## config.mk

```make
export PLATFORM = sky130hd
export DESIGN_NAME = compactsize_varstring_deframer
export DESIGN_NICKNAME = d
export VERILOG_FILES = /design/src/rtl/core/csvd_pkg.sv /design/src/rtl/core/csvd_front.sv /design/src/rtl/core/csvd_queue.sv /design/src/rtl/core/csvd_back.sv /design/src/rtl/core/compactsize_varstring_deframer.sv
export SDC_FILE = /design/constraint.sdc
export NUM_CORES = 1
export LEC_CHECK = 0
export ABC_AREA = 1
export BUFFER_PORTS_ARGS = -buffer_cell sky130_fd_sc_hd__buf_2
export CELL_PAD_IN_SITES_DETAIL_PLACEMENT = 1
export CELL_PAD_IN_SITES_GLOBAL_PLACEMENT = 1
export CORE_MARGIN = 3
export CORE_UTILIZATION = 52
export CTS_CLUSTER_DIAMETER = 50
export DETAILED_ROUTE_END_ITERATION = 8
export PLACE_DENSITY_LB_ADDON = 0.1
export SYNTH_ARGS = -nofsm -noshare
export SYNTH_HDL_FRONTEND = slang
export SYNTH_SLANG_ARGS = --single-unit
```

## constraint.sdc

```tcl
create_clock -name clk -period 16.65 [get_ports clk]
set_input_delay 1.665 -clock clk [delete_from_list [all_inputs] [get_ports clk]]
set_output_delay 1.665 -clock clk [all_outputs]
set_load 0.03 [all_outputs]
```

## src/rtl/core/csvd_pkg.sv

```systemverilog
package csvd_pkg;

	localparam int LEN_BITS   = 32;
	localparam int QDEPTH     = 4;
	localparam int QPTR_BITS  = $clog2(QDEPTH);
	localparam int CFG_BITS   = 32;
	localparam int VAL_BITS   = 64;

	localparam logic [7:0] PFX_U16 = 8'hFD;
	localparam logic [7:0] PFX_U32 = 8'hFE;
	localparam logic [7:0] PFX_U64 = 8'hFF;

	localparam logic [1:0] REG_STRING_MODE = 2'd0;
	localparam logic [1:0] REG_BIG_ENDIAN  = 2'd1;
	localparam logic [1:0] REG_MAX_LEN     = 2'd2;

	localparam logic [CFG_BITS-1:0] MAX_LEN_RESET = 32'h00FF_FFFF;

	typedef enum logic [1:0] {
		PH_PREFIX  = 2'd0,
		PH_BODY    = 2'd1,
		PH_PAYLOAD = 2'd2
	} phase_t;

	typedef enum logic [1:0] {
		KIND_VALUE   = 2'd0,
		KIND_PAYLOAD = 2'd1,
		KIND_TRUNC   = 2'd2,
		KIND_LONG    = 2'd3
	} kind_t;

	typedef struct packed {
		kind_t                kind;
		logic [VAL_BITS-1:0]  value;
		logic [7:0]           payload;
		logic                 end_of_item;
		logic                 trunc_after;
	} entry_t;

endpackage

```

## src/rtl/core/csvd_front.sv

```systemverilog
module csvd_front (
	input  logic                          clk,
	input  logic                          arst_n,
	input  logic                          cfg_wr_en,
	input  logic [1:0]                    cfg_index,
	input  logic [csvd_pkg::CFG_BITS-1:0] cfg_data,
	input  logic                          push,
	input  logic [7:0]                    data_byte,
	input  logic                          last_in_buffer,
	input  logic                          q_full,
	output logic                          q_push,
	output csvd_pkg::entry_t              q_entry
);
	import csvd_pkg::*;

	logic                string_mode_q;
	logic                big_endian_q;
	logic [CFG_BITS-1:0] max_len_q;

	phase_t              phase_q, phase_d;
	logic [3:0]          left_q, left_d;
	logic [3:0]          width_q, width_d;
	logic [VAL_BITS-1:0] acc_q, acc_d;
	logic [LEN_BITS-1:0] pay_left_q, pay_left_d;

	logic                accept;
	logic                emit;
	logic [VAL_BITS-1:0] fin_v;
	logic                fin_en;
	logic                over;
	logic [2:0]          idx;
	logic [3:0]          left_dec;
	logic [VAL_BITS-1:0] acc_body;

	assign accept = push && !q_full;
	assign q_push = accept && emit;

	always_ff @(posedge clk or negedge arst_n) begin
		if (!arst_n) begin
			string_mode_q <= 1'b1;
			big_endian_q  <= 1'b1;
			max_len_q     <= MAX_LEN_RESET;
		end else if (cfg_wr_en) begin
			case (cfg_index)
				REG_STRING_MODE: string_mode_q <= cfg_data[0];
				REG_BIG_ENDIAN:  big_endian_q  <= cfg_data[0];
				REG_MAX_LEN:     max_len_q     <= cfg_data;
				default: ;
			endcase
		end
	end

	always_ff @(posedge clk or negedge arst_n) begin
		if (!arst_n) begin
			phase_q    <= PH_PREFIX;
			left_q     <= '0;
			width_q    <= '0;
			acc_q      <= '0;
			pay_left_q <= '0;
		end else if (accept) begin
			phase_q    <= phase_d;
			left_q     <= left_d;
			width_q    <= width_d;
			acc_q      <= acc_d;
			pay_left_q <= pay_left_d;
		end
	end

	assign idx      = 3'(width_q - left_q);
	assign left_dec = left_q - 4'd1;
	assign acc_body = big_endian_q ? {acc_q[VAL_BITS-9:0], data_byte}
	                               : acc_q | ({{(VAL_BITS-8){1'b0}}, data_byte} << {idx, 3'b000});

	always_comb begin
		phase_d    = PH_PREFIX;
		left_d     = '0;
		width_d    = '0;
		acc_d      = '0;
		pay_left_d = '0;
		emit       = 1'b0;
		q_entry    = '{kind: KIND_VALUE, value: '0, payload: 8'd0,
		               end_of_item: 1'b0, trunc_after: 1'b0};
		fin_en     = 1'b0;
		fin_v      = '0;

		case (phase_q)
			PH_PAYLOAD: begin
				emit                = 1'b1;
				q_entry.kind        = KIND_PAYLOAD;
				q_entry.payload     = data_byte;
				q_entry.end_of_item = (pay_left_q <= LEN_BITS'(1));
				if (pay_left_q > LEN_BITS'(1)) begin
					if (last_in_buffer) begin
						q_entry.trunc_after = 1'b1;
					end else begin
						phase_d    = PH_PAYLOAD;
						pay_left_d = pay_left_q - LEN_BITS'(1);
					end
				end
			end
			PH_BODY: begin
				if (left_dec == 4'd0) begin
					fin_en = 1'b1;
					fin_v  = acc_body;
				end else if (last_in_buffer) begin
					emit                = 1'b1;
					q_entry.kind        = KIND_TRUNC;
					q_entry.end_of_item = 1'b1;
				end else begin
					phase_d = PH_BODY;
					left_d  = left_dec;
					width_d = width_q;
					acc_d   = acc_body;
				end
			end
			default: begin
				if (data_byte < PFX_U16) begin
					fin_en = 1'b1;
					fin_v  = {{(VAL_BITS-8){1'b0}}, data_byte};
				end else if (last_in_buffer) begin
					emit                = 1'b1;
					q_entry.kind        = KIND_TRUNC;
					q_entry.end_of_item = 1'b1;
				end else begin
					phase_d = PH_BODY;
					width_d = (data_byte == PFX_U16) ? 4'd2 :
					          (data_byte == PFX_U32) ? 4'd4 : 4'd8;
					left_d  = width_d;
				end
			end
		endcase

		over = (fin_v > {{(VAL_BITS-CFG_BITS){1'b0}}, max_len_q})
		    || (((fin_v >> (LEN_BITS-1)) >> 1) != '0);

		// varint complete
		if (fin_en) begin
			emit                = 1'b1;
			q_entry.end_of_item = 1'b1;
			q_entry.value       = fin_v;
			if (string_mode_q) begin
				if (over) begin
					q_entry.kind = KIND_LONG;
				end else if (fin_v != '0) begin
					q_entry.end_of_item = 1'b0;
					if (last_in_buffer) begin
						q_entry.trunc_after = 1'b1;
					end else begin
						phase_d    = PH_PAYLOAD;
						pay_left_d = fin_v[LEN_BITS-1:0];
					end
				end
			end
		end
	end

	a_body_count: assert property (@(posedge clk) disable iff (!arst_n)
		phase_q == PH_BODY |-> left_q != 4'd0 && left_q <= width_q)
		else $error("varint body count out of range");

	a_trunc_single: assert property (@(posedge clk) disable iff (!arst_n)
		q_push && q_entry.kind == KIND_TRUNC |-> !q_entry.trunc_after)
		else $error("truncation word carries a second truncation");

endmodule

```

## src/rtl/core/csvd_queue.sv

```systemverilog
module csvd_queue (
	input  logic             clk,
	input  logic             arst_n,
	input  logic             push,
	input  logic             pop,
	output logic             full,
	output logic             empty,
	input  csvd_pkg::entry_t wr_entry,
	output csvd_pkg::entry_t rd_entry
);
	import csvd_pkg::*;

	entry_t               mem_q [QDEPTH];
	logic [QPTR_BITS-1:0] wr_ptr_q;
	logic [QPTR_BITS-1:0] rd_ptr_q;
	logic [QPTR_BITS:0]   count_q;
	logic                 do_push;
	logic                 do_pop;

	assign full     = (count_q == (QPTR_BITS+1)'(QDEPTH));
	assign empty    = (count_q == '0);
	assign do_push  = push && !full;
	assign do_pop   = pop && !empty;
	assign rd_entry = mem_q[rd_ptr_q];

	always_ff @(posedge clk) begin
		if (do_push) begin
			mem_q[wr_ptr_q] <= wr_entry;
		end
	end

	always_ff @(posedge clk or negedge arst_n) begin
		if (!arst_n) begin
			wr_ptr_q <= '0;
			rd_ptr_q <= '0;
			count_q  <= '0;
		end else begin
			if (do_push) begin
				wr_ptr_q <= wr_ptr_q + QPTR_BITS'(1);
			end
			if (do_pop) begin
				rd_ptr_q <= rd_ptr_q + QPTR_BITS'(1);
			end
			count_q <= count_q + (QPTR_BITS+1)'(do_push) - (QPTR_BITS+1)'(do_pop);
		end
	end

	a_count_bound: assert property (@(posedge clk) disable iff (!arst_n)
		count_q <= (QPTR_BITS+1)'(QDEPTH))
		else $error("queue count overflow");

endmodule

```

## src/rtl/core/csvd_back.sv

```systemverilog
module csvd_back (
	input  logic             clk,
	input  logic             arst_n,
	input  logic             q_empty,
	input  csvd_pkg::entry_t q_head,
	output logic             q_pop,
	input  logic             pop,
	output logic             empty,
	output logic [1:0]       kind,
	output logic [63:0]      value,
	output logic [7:0]       payload,
	output logic             end_of_item
);
	import csvd_pkg::*;

	logic   out_valid_q;
	entry_t out_q;
	logic   second_q;
	logic   take;
	logic   done_part;

	assign empty     = !out_valid_q;
	assign done_part = second_q || !out_q.trunc_after;
	assign take      = !q_empty && (!out_valid_q || (pop && done_part));
	assign q_pop     = take;

	always_ff @(posedge clk or negedge arst_n) begin
		if (!arst_n) begin
			out_valid_q <= 1'b0;
			second_q    <= 1'b0;
		end else if (out_valid_q && pop && !done_part) begin
			second_q <= 1'b1;
		end else if (take) begin
			out_valid_q <= 1'b1;
			second_q    <= 1'b0;
		end else if (pop) begin
			out_valid_q <= 1'b0;
			second_q    <= 1'b0;
		end
	end

	always_ff @(posedge clk) begin
		if (take) begin
			out_q <= q_head;
		end
	end

	// second word of a pair is always a truncation
	always_comb begin
		if (second_q) begin
			kind        = KIND_TRUNC;
			value       = '0;
			payload     = 8'd0;
			end_of_item = 1'b1;
		end else begin
			kind        = out_q.kind;
			value       = out_q.value;
			payload     = out_q.payload;
			end_of_item = out_q.end_of_item;
		end
	end

	a_second_valid: assert property (@(posedge clk) disable iff (!arst_n)
		second_q |-> out_valid_q && out_q.trunc_after)
		else $error("second word without a pending pair");

	a_pair_order: assert property (@(posedge clk) disable iff (!arst_n)
		out_valid_q && pop && !second_q && out_q.trunc_after |=> second_q)
		else $error("truncation word skipped");

endmodule

```

## src/rtl/core/compactsize_varstring_deframer.sv

```systemverilog
// Decodes a byte stream of compact-size varints, one byte per cycle while not full. In string
// mode each varint is a length word followed by its payload bytes; otherwise each varint is one
// value word. A byte yields zero, one or two result words; when it yields two (a word followed
// by a truncation word) the output side needs two pops for it, and a four-entry queue between
// the byte decoder and the output register absorbs such bursts. A result word is written into
// the queue and then moved into the output register before it shows on the output ports.
// Configuration must only be written while the block holds no pending byte.
module compactsize_varstring_deframer (
	input  logic                          clk,
	input  logic                          arst_n,
	input  logic                          cfg_wr_en,
	input  logic [1:0]                    cfg_index,
	input  logic [csvd_pkg::CFG_BITS-1:0] cfg_data,
	input  logic                          push,
	output logic                          full,
	input  logic [7:0]                    data_byte,
	input  logic                          last_in_buffer,
	output logic                          empty,
	input  logic                          pop,
	output logic [1:0]                    kind,
	output logic [63:0]                   value,
	output logic [7:0]                    payload,
	output logic                          end_of_item
);
	import csvd_pkg::*;

	entry_t wr_entry;
	entry_t rd_entry;
	logic   f_push;
	logic   b_pop;
	logic   q_full;
	logic   q_empty;

	assign full = q_full;

	csvd_front u_front (
		.clk            (clk),
		.arst_n         (arst_n),
		.cfg_wr_en      (cfg_wr_en),
		.cfg_index      (cfg_index),
		.cfg_data       (cfg_data),
		.push           (push),
		.data_byte      (data_byte),
		.last_in_buffer (last_in_buffer),
		.q_full         (q_full),
		.q_push         (f_push),
		.q_entry        (wr_entry)
	);

	csvd_queue u_queue (
		.clk      (clk),
		.arst_n   (arst_n),
		.push     (f_push),
		.pop      (b_pop),
		.full     (q_full),
		.empty    (q_empty),
		.wr_entry (wr_entry),
		.rd_entry (rd_entry)
	);

	csvd_back u_back (
		.clk         (clk),
		.arst_n      (arst_n),
		.q_empty     (q_empty),
		.q_head      (rd_entry),
		.q_pop       (b_pop),
		.pop         (pop),
		.empty       (empty),
		.kind        (kind),
		.value       (value),
		.payload     (payload),
		.end_of_item (end_of_item)
	);

endmodule
```

== Word-level counts from Yosys, hierarchy flattened ==
Memories as Yosys holds them, arrays and structs flattened. A register that Yosys moved wholly into a read port is not among the register bits.
Cells that the tools add are included.

* Register bits after elaboration: 148
* Bits in writable memories: 304
* Input port bits: 48
* Output and inout port bits: 77
* Memories kept: 1

{| class="wikitable"
|+ Memories
! memory !! words !! bits a word !! read ports !! clocked after memory_dff !! wr ports !! line !! RTL
|-
| u_queue.mem_q || 4 || 76 || 1 || 1 || 1 || csvd_queue.sv:13 || <nowiki>entry_t mem_q [QDEPTH];</nowiki>
|}

* Add/sub/neg operators: 7
* Order comparisons: 4
* Equality and inequality tests: 8
* Shift-type cells: 1
* Muxes and demuxes: 70
* Bitwise gates (word level): 2
* Reductions and logical operators: 28

{| class="wikitable"
|+ Operators with widths
! operator !! number
|-
| 2-to-1 mux 64 bit || 6
|-
| 2-to-1 mux 32 bit || 8
|-
| case mux 64 bit (2 select lines) || 1
|-
| nonzero test 64 bit || 2
|-
| 2-to-1 mux 66 bit || 1
|-
| > comparator 64 x 32 -> 1 bit || 1
|-
| OR 64 bit || 1
|-
| << shifter 8 x 6 -> 64 bit || 1
|-
| 2-to-1 mux 2 bit || 18
|-
| > comparator 32 x 1 -> 1 bit (second input constant) || 1
|-
| <= comparator 32 x 1 -> 1 bit (second input constant) || 1
|-
| subtractor 32 x 1 -> 32 bit (second input constant) || 1
|-
| 2-to-1 mux 4 bit || 6
|-
| 2-to-1 mux 8 bit || 3
|-
| 2-to-1 mux 1 bit || 18
|-
| == test 8 bit (second input constant) || 2
|-
| AND reduction 2 bit || 5
|-
| logical AND 1 bit || 8
|-
| less-than comparator 8 bit (second input constant) || 1
|-
| case mux 2 bit (2 select lines) || 2
|-
| case mux 4 bit (2 select lines) || 1
|-
| 2-to-1 mux 3 bit || 2
|-
| case mux 1 bit (2 select lines) || 3
|-
| case mux 3 bit (2 select lines) || 1
|-
| 17 further kinds || 26
|}

== Depth between registers and ports, before layout ==
* Word-level depth: 11
* Gate-level depth with buffers: 29

== Modules after synthesis ==
From an unflattened synthesis, not the netlist that was laid out.

* Cells, all modules: 2,850
* Area total of the unflattened synthesis: 25,522.0 µm²

{| class="wikitable"
|+ Modules (own cells, without submodules)
! module !! times used !! cells each !! area each (µm²)
|-
| csvd_queue || 1 || 1,020 || 12,331.8
|-
| csvd_front || 1 || 1,585 || 10,174.8
|-
| csvd_back || 1 || 245 || 3,015.4
|}

== Worst setup path after synthesis ==
OpenSTA, ideal clock, no wires.

* Kind: input port to flip-flop
* Start point: input pop
* End point: register u_queue.count_q[2]
* Data arrival time: 6.684 ns
* Data required time: 16.528 ns
* Slack: 9.844 ns
* Stages on the path: 10
* Cell sequence: inv_1 o21ai_0 inv_1 nor2_1 ha_1 inv_1 ha_1 inv_1 fa_1 xor2_1

* Longest elaborated chain between the ends: 5

{| class="wikitable"
|+ RTL lines
! element !! line !! RTL
|-
| from (decl) || compactsize_varstring_deframer.sv:19 || <nowiki>input logic pop,</nowiki>
|-
| logical AND 1 bit || csvd_back.sv:24 || <nowiki>assign take = !q_empty && (!out_valid_q || (pop && done_part));</nowiki>
|-
| logical OR 1 bit || csvd_back.sv:24 ||
|-
| logical AND 1 bit || csvd_back.sv:24 ||
|-
| via b_pop || compactsize_varstring_deframer.sv:30 || <nowiki>logic b_pop;</nowiki>
|-
| logical AND 1 bit || csvd_queue.sv:23 || <nowiki>assign do_pop = pop && !empty;</nowiki>
|-
| subtractor 3 x 1 -> 3 bit || csvd_queue.sv:44 || <nowiki>count_q <= count_q + (QPTR_BITS+1)'(do_push) - (QPTR_BITS+1)'(do_pop);</nowiki>
|-
| to (signal assigned) || csvd_queue.sv:44 ||
|-
| to (decl) || csvd_queue.sv:16 || <nowiki>logic [QPTR_BITS:0] count_q;</nowiki>
|}

The timed path passes the listed nets, and every way through them passes these cells.
A chain may end at the register's enable or synchronous reset.

==> results.ini <==
[power_and_ir_drop]
p_clk_frac=0.265
combPwrFrac=0.341
power.leakage_nw=12.25
ir_drop_mv=0.1091
pwr-share-seq=0.394
p_sw_mw=2.038
swShare=0.4019
p_int_mw=3.033
power.density_nw_per_um2=183.2

[critical_path]
crit_top_cell=nand3_1
cp.required_ns=17.04
critPathSlowestCell=dfrtp_1
cp.arrival_ns=6.62
end_kind=flop
path_cells=fa_1 -> nand3_2 -> nand2_4 -> nand2_1 -> nand3_1 -> nand3_1 -> inv_1 -> ha_1 -> nand2_1 -> nor2_1 -> nand4_1 -> nor4_1 -> nand3_1 -> nand2_1 -> nand3_1 -> nor2_2 -> nand2_2 -> a21oi_1
rr_startpoint=u_front.left_q[0]
critPathKind=reg2reg
slowest_delay_ns=0.88
critical_path.startpoint=u_front.left_q[0]
worstPathMaxFanout=57
start_kind=flop

[clock_network]
h-tree-depth=2
cts_buffer_depth=3
insertion_delay_ns=0.64
holdBufCountCts=0
cts_tree=built
cts_num_sinks=527
cts_inserted_buffers=60
postCtsSetupBuffers=0
clk_pin_slew_worst_paths_ns=0.06
ctsRootBufferMaster=clkbuf_16
ctsResizeCount=0

[synth]
synth.area.top_cells=edfxtp_1 46%, dfrtp_1 12%, nor2_1 7.1%
synth_top_cell_area_share=0.4632
synth.avg_cell_area_sq_um=9.572
yosysUniqueCellTypes=46
syn_area_sq_um=24640
yosysWarnings=0
synth_cells=2574
synth_ff_type=edfxtp_1
ys_seq_elements=527
synthTopCellsByCount=464 x nor2_1, 413 x nand2_1, 380 x edfxtp_1
synthArstFlopShare=0.2789
synth.most_common_cell=nor2_1
yosysTopAreaCell=edfxtp_1
synth-edff-count=380
synth.yosys.seq_area_share=0.6138
synth_nets=2668

[placed_design]
place_hpwl_mm=51.44
io_buffer_count=124
place_congestion=0.9292
placed_area_sq_um=25660

[floorplanning]
row_count=79
dieArea_sq_um=50030
core-area_sq_um=46650
start_util=0.5281
pin_count=125
chipHeight_um=223.7
die-width_um=223.7

[sta]
drv_slew=0
period_share=0.3743
max_slew_margin=0.1164
fin_setup_tns_ns=0
fmax_ghz=0.1604
skew_ns=0.02464
setup_violations=0
worst_pin_slew_ns=1.322
period_needed_ns=6.233
rsz0062_at_grt=false
hold_viol_final=0

[drt]
vias_per_cell=5.922
drtAntennaViolNets=0
route.vias.total=19590
drt-total-wl_mm=80.21
wl_per_cell_um=24.25
drt_iter0_drc=2065
dr.pass1.iters=6
drc_errors=0

[cells_and_area]
final_cell_area_sq_um=27680
antennaDiodeCount=0
nets=2743
drive_gt1_frac=0.1196
utilization=0.5934
area_delta_synth_final_pct=12.37

[grt]
overflow=0
grt_pass1_wl_mm=122.0
grt_pass1_vias=20531
grt_max_degree=100
antenna_found_initial=2
grt_usage=0.3190

[run_status]
status=complete, no violations

[hold_path]
hp-class=reg2reg
worstHoldStart=u_front.pay_left_q[1]

[run]
maxCapViolations=0

[power by group through the flow]
stage,Clock [mW],Sequential [mW],Combinational [mW]
floorplan,0,1.94,1.17
global placement,0,1.99,1.60
detailed placement,0,2.01,1.69
CTS,1.36,2.00,1.73
global route,1.41,2.02,1.88
finish,1.34,2.00,1.73
[sequential cells by signal, summed over array words and instances (netlist names)]
signal and cells:
u_queue.mem_q 304, u_back.out_q 76, u_front.acc_q 64, u_front.max_len_q 32, u_front.pay_left_q 32, u_front.left_q 4
u_queue.count_q 3, u_front.phase_q 2, u_front.width_q 2, u_queue.rd_ptr_q 2, u_queue.wr_ptr_q 2, u_back.out_valid_q 1
u_back.second_q 1, u_front.big_endian_q 1, u_front.string_mode_q 1
[worst paths after layout]
kind / slack [ns] / cells past startpoint / endpoint
setup / recovery: 10.42 / 18 / u_queue.mem_q[3][0]
hold / removal: 0.48 / 2 / u_front.pay_left_q[1]
setup reg to reg: 10.42 / 18 / u_queue.mem_q[3][0]
hold reg to reg: 0.48 / 2 / u_front.pay_left_q[1]
max in group asynchronous: 13.97 / 2 / u_front.acc_q[11]
min in group asynchronous: 1.12 / 1 / u_queue.rd_ptr_q[1]
[metrics by stage]
stage	power [mW]	setup slack [ns]	cells	hold WS (ns)
floorplan	3.116	9.844	2574	0.4489
global placement	3.586	10.78	3194	0.4630
detailed placement	3.699	10.56	3194	0.4700
CTS	5.081	10.53	3308	0.4835
global route	5.311	9.894	3308	0.5038
finish	5.071	10.42	3308	0.4850
[layout make-up]
cell class | count | area (sq um)
clock buffers | 86 | 1710
clock inverters | 28 | 311.5
fillers | 5206 | 18970
inverters | 305 | 1150
multi-input cells | 1605 | 7800
flip-flops and latches | 527 | 15130
well taps | 607 | 759.5
repair buffers | 150 | 822.0
[metal layers]
layer	vias to the layer above	share of wire	global-route usage
met5	-	0.00016	0
met4	2	0.034	0.1106
met3	175	0.070	0.04482
met2	817	0.48	0.5300
met1	9853	0.41	0.4360
li1	8743	-	-
[layout by cell type, fill, tap and decap left out, drive strengths merged, types with 19 or more instances in the layout]
cell type    n
a21oi      110
buf        150
clkbuf      86
clkinv      19
dfrtp      121
dfstp       26
edfxtp     380
ha          44
inv        306
nand2      417
nand3      140
nor2       471
nor3        35
o21ai      200
o22ai      109
[logic make-up after synthesis]
logic type	synth area share
buf+inv	0.07201
xor+xnor	0.009598
flops	0.6138
simple gates	0.1808
fa+ha+maj	0.02397
compound gates	0.09979
[critical path: cells and delay by family, from the launching register on]
family | cells | cell delay [ns]
simple gates | 14 | 3.70
flops | 1 | 0.88
fa+ha+maj | 2 | 0.52
compound gates | 1 | 0.62
buf+inv | 1 | 0.24
Note: power is estimated with default switching activity, not from simulation.
